[src/sv/stbs_pkg.sv]
// shared types and constants of the sorted table search block
package stbs_pkg;

    localparam int KEY_W = 16;
    localparam int POS_W = 5;
    localparam int CNT_W = 6;
    localparam int IDX_W = 5;

    localparam logic CMD_LOAD   = 1'b0;
    localparam logic CMD_SEARCH = 1'b1;

    typedef logic [KEY_W-1:0] key_t;
    typedef logic [CNT_W-1:0] cnt_t;

    typedef struct packed {
        logic gt;
        logic eq;
    } cmp_res_t;

endpackage

[src/sv/stbs_ram.sv]
// generic single write port ram with registered read
module stbs_ram #(
    parameter int DATA_W = 16,
    parameter int DEPTH  = 32
) (
    input  logic                     clk,
    input  logic                     we,
    input  logic [$clog2(DEPTH)-1:0] waddr,
    input  logic [DATA_W-1:0]        wdata,
    input  logic [$clog2(DEPTH)-1:0] raddr,
    output logic [DATA_W-1:0]        rdata
);

    logic [DATA_W-1:0] mem [DEPTH];
    logic [DATA_W-1:0] rdata_reg;

    always_ff @(posedge clk)
    begin
        if (we)
        begin
            mem[waddr] <= wdata;
        end
        rdata_reg <= mem[raddr];
    end

    assign rdata = rdata_reg;

endmodule

[src/sv/stbs_cmp.sv]
// shared key compare unit used by both sort and search
module stbs_cmp (
    input  stbs_pkg::key_t     op_a,
    input  stbs_pkg::key_t     op_b,
    output stbs_pkg::cmp_res_t res
);

    always_comb
    begin
        res.gt = (op_a > op_b);
        res.eq = (op_a == op_b);
    end

endmodule

[src/sv/sorted_table_binary_search.sv]
// top level: key table with in-place exchange sort and binary search
//
// channel   signals                           direction  notes
// command   start, busy, cmd, position, key   in         item taken when start & !busy
// result    result_valid, found, index        out        one-cycle strobe, no back pressure
// config    cfg_valid, cfg_ready, cfg_data    in         entry_count, ready always high
//
// a load item does not raise busy; its result strobes in the cycle after it is taken.
// a search over n entries sorts the table in place (no sort for n < 2), then runs
// a binary search, each probe passing ST_ADDR then ST_PROBE, a miss closing in ST_ADDR;
// its result strobes in the first cycle with busy low again. the single ram read port
// and the one shared comparator set this step by step schedule.
// rst_n clears control and entry_count; table contents stay undefined until loaded.
module sorted_table_binary_search #(
    parameter int TABLE_DEPTH = 32
) (
    input  logic                      clk,
    input  logic                      rst_n,
    input  logic                      start,
    output logic                      busy,
    input  logic                      cmd,
    input  logic [stbs_pkg::POS_W-1:0] position,
    input  logic [stbs_pkg::KEY_W-1:0] key,
    output logic                      result_valid,
    output logic                      found,
    output logic [stbs_pkg::IDX_W-1:0] index,
    input  logic                      cfg_valid,
    output logic                      cfg_ready,
    input  logic [stbs_pkg::CNT_W-1:0] cfg_data
);

    localparam int AW = $clog2(TABLE_DEPTH);

    localparam logic [2:0] ST_IDLE  = 3'd0;
    localparam logic [2:0] ST_CAP   = 3'd1;
    localparam logic [2:0] ST_CMP   = 3'd2;
    localparam logic [2:0] ST_WB    = 3'd3;
    localparam logic [2:0] ST_ADDR  = 3'd4;
    localparam logic [2:0] ST_PROBE = 3'd5;

    logic [2:0] state_reg, state_next;
    stbs_pkg::cnt_t entry_count_reg;
    stbs_pkg::cnt_t n_reg, n_next;
    stbs_pkg::cnt_t i_reg, i_next;
    stbs_pkg::cnt_t j_reg, j_next;
    stbs_pkg::cnt_t lo_reg, lo_next;
    stbs_pkg::cnt_t hip_reg, hip_next;
    stbs_pkg::cnt_t mid_reg, mid_next;
    stbs_pkg::key_t cur_reg, cur_next;
    stbs_pkg::key_t key_reg, key_next;
    logic result_valid_reg, result_valid_next;
    logic found_reg, found_next;
    logic [stbs_pkg::IDX_W-1:0] index_reg, index_next;

    logic                we;
    logic [AW-1:0]       waddr;
    stbs_pkg::key_t      wdata;
    logic [AW-1:0]       raddr;
    stbs_pkg::key_t      rdata;
    stbs_pkg::key_t      op_a;
    stbs_pkg::key_t      op_b;
    stbs_pkg::cmp_res_t  cmp;
    stbs_pkg::cnt_t      n_clamp;
    logic [stbs_pkg::CNT_W:0] mid_sum;
    stbs_pkg::cnt_t      mid_calc;

    stbs_ram #(
        .DATA_W (stbs_pkg::KEY_W),
        .DEPTH  (TABLE_DEPTH)
    ) u_ram (
        .clk   (clk),
        .we    (we),
        .waddr (waddr),
        .wdata (wdata),
        .raddr (raddr),
        .rdata (rdata)
    );

    stbs_cmp u_cmp (
        .op_a (op_a),
        .op_b (op_b),
        .res  (cmp)
    );

    assign busy         = (state_reg != ST_IDLE);
    assign cfg_ready    = 1'b1;
    assign result_valid = result_valid_reg;
    assign found        = found_reg;
    assign index        = index_reg;

    assign n_clamp  = (32'(entry_count_reg) > TABLE_DEPTH) ?
                      stbs_pkg::CNT_W'(TABLE_DEPTH) : entry_count_reg;
    assign mid_sum  = (stbs_pkg::CNT_W+1)'(lo_reg) + (stbs_pkg::CNT_W+1)'(hip_reg)
                      - (stbs_pkg::CNT_W+1)'(1);
    assign mid_calc = mid_sum[stbs_pkg::CNT_W:1];

    // shared comparator: sort compares held key against table, search compares table
    // against the wanted key
    always_comb
    begin
        if (state_reg == ST_PROBE)
        begin
            op_a = rdata;
            op_b = key_reg;
        end
        else
        begin
            op_a = cur_reg;
            op_b = rdata;
        end
    end

    always_comb
    begin
        state_next        = state_reg;
        n_next            = n_reg;
        i_next            = i_reg;
        j_next            = j_reg;
        lo_next           = lo_reg;
        hip_next          = hip_reg;
        mid_next          = mid_reg;
        cur_next          = cur_reg;
        key_next          = key_reg;
        result_valid_next = 1'b0;
        found_next        = found_reg;
        index_next        = index_reg;
        we                = 1'b0;
        waddr             = AW'(i_reg);
        wdata             = cur_reg;
        raddr             = '0;

        unique case (state_reg)
            ST_IDLE:
            begin
                if (start)
                begin
                    key_next = key;
                    if (cmd == stbs_pkg::CMD_LOAD)
                    begin
                        we                = (32'(position) < TABLE_DEPTH);
                        waddr             = AW'(position);
                        wdata             = key;
                        result_valid_next = 1'b1;
                        found_next        = 1'b0;
                        index_next        = position;
                    end
                    else
                    begin
                        n_next   = n_clamp;
                        i_next   = '0;
                        lo_next  = '0;
                        hip_next = n_clamp;
                        if (n_clamp > stbs_pkg::CNT_W'(1))
                        begin
                            state_next = ST_CAP;
                        end
                        else
                        begin
                            state_next = ST_ADDR;
                        end
                    end
                end
            end
            ST_CAP:
            begin
                // slot i arrives; start sweeping the later slots
                cur_next   = rdata;
                raddr      = AW'(i_reg + stbs_pkg::CNT_W'(1));
                j_next     = i_reg + stbs_pkg::CNT_W'(1);
                state_next = ST_CMP;
            end
            ST_CMP:
            begin
                if (cmp.gt)
                begin
                    we       = 1'b1;
                    waddr    = AW'(j_reg);
                    wdata    = cur_reg;
                    cur_next = rdata;
                end
                if ((j_reg + stbs_pkg::CNT_W'(1)) == n_reg)
                begin
                    state_next = ST_WB;
                end
                else
                begin
                    raddr  = AW'(j_reg + stbs_pkg::CNT_W'(1));
                    j_next = j_reg + stbs_pkg::CNT_W'(1);
                end
            end
            ST_WB:
            begin
                // smallest remaining key settles in slot i
                we    = 1'b1;
                waddr = AW'(i_reg);
                wdata = cur_reg;
                raddr = AW'(i_reg + stbs_pkg::CNT_W'(1));
                if (((stbs_pkg::CNT_W+1)'(i_reg) + (stbs_pkg::CNT_W+1)'(2))
                    < (stbs_pkg::CNT_W+1)'(n_reg))
                begin
                    i_next     = i_reg + stbs_pkg::CNT_W'(1);
                    state_next = ST_CAP;
                end
                else
                begin
                    state_next = ST_ADDR;
                end
            end
            ST_ADDR:
            begin
                if (lo_reg < hip_reg)
                begin
                    raddr      = AW'(mid_calc);
                    mid_next   = mid_calc;
                    state_next = ST_PROBE;
                end
                else
                begin
                    result_valid_next = 1'b1;
                    found_next        = 1'b0;
                    index_next        = '0;
                    state_next        = ST_IDLE;
                end
            end
            ST_PROBE:
            begin
                if (cmp.eq)
                begin
                    result_valid_next = 1'b1;
                    found_next        = 1'b1;
                    index_next        = stbs_pkg::IDX_W'(mid_reg);
                    state_next        = ST_IDLE;
                end
                else if (cmp.gt)
                begin
                    hip_next   = mid_reg;
                    state_next = ST_ADDR;
                end
                else
                begin
                    lo_next    = mid_reg + stbs_pkg::CNT_W'(1);
                    state_next = ST_ADDR;
                end
            end
            default:
            begin
                state_next = ST_IDLE;
            end
        endcase
    end

    always_ff @(posedge clk or negedge rst_n)
    begin
        if (!rst_n)
        begin
            state_reg        <= ST_IDLE;
            entry_count_reg  <= '0;
            result_valid_reg <= 1'b0;
        end
        else
        begin
            state_reg        <= state_next;
            result_valid_reg <= result_valid_next;
            if (cfg_valid && cfg_ready)
            begin
                entry_count_reg <= cfg_data;
            end
        end
    end

    always_ff @(posedge clk)
    begin
        n_reg     <= n_next;
        i_reg     <= i_next;
        j_reg     <= j_next;
        lo_reg    <= lo_next;
        hip_reg   <= hip_next;
        mid_reg   <= mid_next;
        cur_reg   <= cur_next;
        key_reg   <= key_next;
        found_reg <= found_next;
        index_reg <= index_next;
    end

endmodule

[config.mk]
export PLATFORM = sky130hd
export DESIGN_NAME = sorted_table_binary_search
export DESIGN_NICKNAME = d
export VERILOG_FILES = /design/src/sv/stbs_pkg.sv /design/src/sv/stbs_ram.sv /design/src/sv/stbs_cmp.sv /design/src/sv/sorted_table_binary_search.sv
export SDC_FILE = /design/constraint.sdc
export NUM_CORES = 1
export LEC_CHECK = 0
export BUFFER_PORTS_ARGS = -buffer_cell sky130_fd_sc_hd__clkbuf_2
export CORE_UTILIZATION = 63
export DETAILED_ROUTE_END_ITERATION = 10
export GPL_ROUTABILITY_DRIVEN = 1
export PLACE_DENSITY_LB_ADDON = 0.2
export SLEW_MARGIN = 20
export SYNTH_ARGS = -nofsm -noshare
export SYNTH_HDL_FRONTEND = slang
export SYNTH_SLANG_ARGS = --single-unit
[constraint.sdc]
create_clock -name clk -period 6.4 [get_ports clk]
set_clock_uncertainty 0.15 [all_clocks]
set_input_delay 1.28 -clock clk [delete_from_list [all_inputs] [get_ports clk]]
set_output_delay 1.28 -clock clk [all_outputs]
set_load 0.03 [all_outputs]
==> flow_metrics.py <==
metrics = {
    "die": {
        "start_util_pct": 64.1,
        "core-area_um2": 39900,
        "num_rows": 73,
        "die_h_um": 204,
        "die_area_um2": 41400,
        "die_w_um": 204,
        "ios": 41,
    },
    "finish": {
        "regMostFlops": "u_ram.mem",
        "post_route_cells_drive_above_1_share_pct": 14.3,
        "nets": 1930,
        "fin_util_pct": 70.6,
        "syn_to_final_growth_pct": 10.0,
        "largest_reg_flops": 512,
        "stdcell_area_um2": 28200,
        "diodes": 0,
    },
    "grt": {
        "grt_pass1_vias": 15133,
        "grt_pass1_wl_um": 95000,
        "grt_max_degree": 117,
        "grt_antenna_before_repair": 0,
        "gr-usage-all-layers_pct": 31.7,
        "globalRouteOverflowTotal": 0,
    },
    "yosys": {
        "synth_nets": 1882,
        "avgSynthCellArea_um2": 14.2,
        "synthArstFlopShare_pct": 1.63,
        "yosys_warnings": 0,
        "ys_seq_elements": 612,
        "syn_area_um2": 25600,
        "synthFlopType": "edfxtp_1",
        "yosysSeqAreaShare_pct": 71.0,
        "synth_edf_count": 586,
        "syn_inst": 1809,
        "synth_cell_types": 71,
    },
    "setup_path": {
        "worst_setup_path_end_kind": "flip-flop",
        "cp_max_fo": 36,
        "worst_setup_path_start_kind": "flip-flop",
        "crit_required_ns": 6.56,
        "reg2reg_depth": 16,
        "critPathArrivalTime_ns": 6.12,
        "criticalPathCategory": "flip-flop to flip-flop",
    },
    "timing": {
        "finalHoldViolCount": 0,
        "max_freq_mhz": 168,
        "fin_crit_sh_pct": 93.2,
        "period_minus_slack_ns": 5.96,
        "setup-tns-final_ns": 0,
        "whs_ns": 0.323,
        "relSlewSlack_pct": 26.2,
        "worst_slew_pin_slew_ns": 1.11,
        "rsz0062_at_grt": "no",
        "setup_viol": 0,
        "drv_slew": 0,
    },
    "clock_tree": {
        "clk_path_buf_depth": 3,
        "clk_pin_slew_worst_paths_ns": 0.07,
        "h-tree-depth": 2,
        "clock_tree.root_cell": "clkbuf_16",
        "cts.sinks": 612,
        "cts_hold_buf": 0,
        "cts_resized": 0,
        "clock_latency_ns": 0.62,
        "cts_tree": "done",
        "cts_buffers": 58,
        "cts_setup_buffers": 0,
    },
    "flow_run": {
        "max_cap_viol_count": 0,
    },
    "place": {
        "detailed_place_hpwl_um": 39700,
        "place_area_um2": 26400,
        "gp_congestion": 0.931,
        "io_buffers": 39,
    },
    "drt": {
        "ant_nets": 0,
        "dr.pass1.iters": 6,
        "wl_per_cell_um": 26.7,
        "wl_um": 64600,
        "drc": 0,
        "vias": 15866,
        "drt_first_iter_violations": 2163,
        "vias_per_cell": 6.54,
    },
    "min_path": {
        "whs_path_depth": 0,
        "hp-class": "flip-flop to flip-flop",
    },
    "run_status": {
        "status": "finished, final reports clean",
    },
}
[metrics by stage]
stage	std cells	worst slack, ns
CTS	2425	0.573
floorplan	1809	1.11
global placement	2321	0.336
detailed placement	2322	0.601
finish	2425	0.437
global route	2425	0.216
[worst max-delay path: stages, from the launching register on]
cell	delay, ns
dfrtp_1	0.53
nand2b_1	0.36
or2_2	0.36
clkinv_1	0.15
buf_4	0.43
mux2i_1	0.24
ha_1	0.26
a21o_1	0.16
a21oi_1	0.14
nor2b_1	0.06
o311ai_1	0.24
o211ai_1	0.31
and2_1	0.35
a311oi_1	0.52
nand3_1	0.71
nor2_1	0.36
buf_4	0.31
[logic make-up after synthesis]
group / synth area share, %
flip-flops: 71.0
AND/OR/NAND/NOR: 9.49
AO/OA/AOI/OAI: 7.66
multiplexers: 6.27
buffers and inverters: 2.57
adder cells (fa/ha/maj): 2.03
XOR/XNOR: 1.01
other: 0.0146
[cells in the mapped netlist (33+ instances only)]
cell	number	area, µm²
ha_1	40	500
clkbuf_1	49	184
nor2_1	72	270
a21oi_1	87	435
mux2i_1	50	500
nor3_1	41	205
mux2_2	84	946
a22oi_1	33	248
a31oi_1	35	219
nand2_1	285	1070
edfxtp_1	586	17600
nand3_1	73	365
o22ai_1	34	213
inv_1	33	124
[path summary, 6_finish.rpt]
kind,slack (ns),from,endpoint
max,0.44,state_reg[1],u_ram.mem[24][10]
min,0.32,u_ram.rdata[12],cur_reg[12]
max reg2reg,0.44,state_reg[1],u_ram.mem[24][10]
min reg2reg,0.32,u_ram.rdata[12],cur_reg[12]
max in group asynchronous,5.47,rst_n,state_reg[0]
min in group asynchronous,0.40,rst_n,entry_count_reg[2]
[placed cells by master, fill, tap and decap left out, types with 4 or more instances in the layout]
master     count
a2111oi_0     15
a21o_1         5
a21oi_1       86
a221oi_1       4
a22o_1         5
a22oi_1       33
a31oi_1       35
and2_1         5
and3_1        16
buf_4         53
bufinv_16      4
clkbuf_1      16
clkbuf_16     58
clkbuf_2      39
clkinv_1      11
clkinv_2       9
dfrtp_1       10
dfxtp_1       16
edfxtp_1     586
ha_1          40
inv_1         33
mux2_1        14
mux2_2        84
mux2i_1       50
nand2_1      283
nand2b_1       8
nand3_1       73
nand4_1        7
nor2_1        71
nor2b_1       14
nor3_1        41
nor4_1        15
o21ai_0        7
o22ai_1       34
o32ai_1       29
xnor2_1       15
xor2_1        10
[final cells by class]
| type | instances | area (µm²) |
|---|---|---|
| multi-input combinational | 1058 | 6820 |
| clock buffer | 75 | 1530 |
| clock inverter | 28 | 264 |
| timing repair buffer | 93 | 613 |
| tap | 525 | 657 |
| inverter | 34 | 128 |
| sequential | 612 | 18200 |
| fill | 2594 | 11700 |
[routing by layer]
metal  share of wire, %  up-vias  global-route usage [%]
li1                   -     6970                       -
met1                 39     7736                    44.6
met2                 46      976                    48.7
met3                 10      184                    5.56
met4                4.9        0                    14.5
met5                  0        -                       0
Power is left out: the tool's default activity adds up to more than one toggle a clock period on the data nets, which glitch-free logic cannot reach.
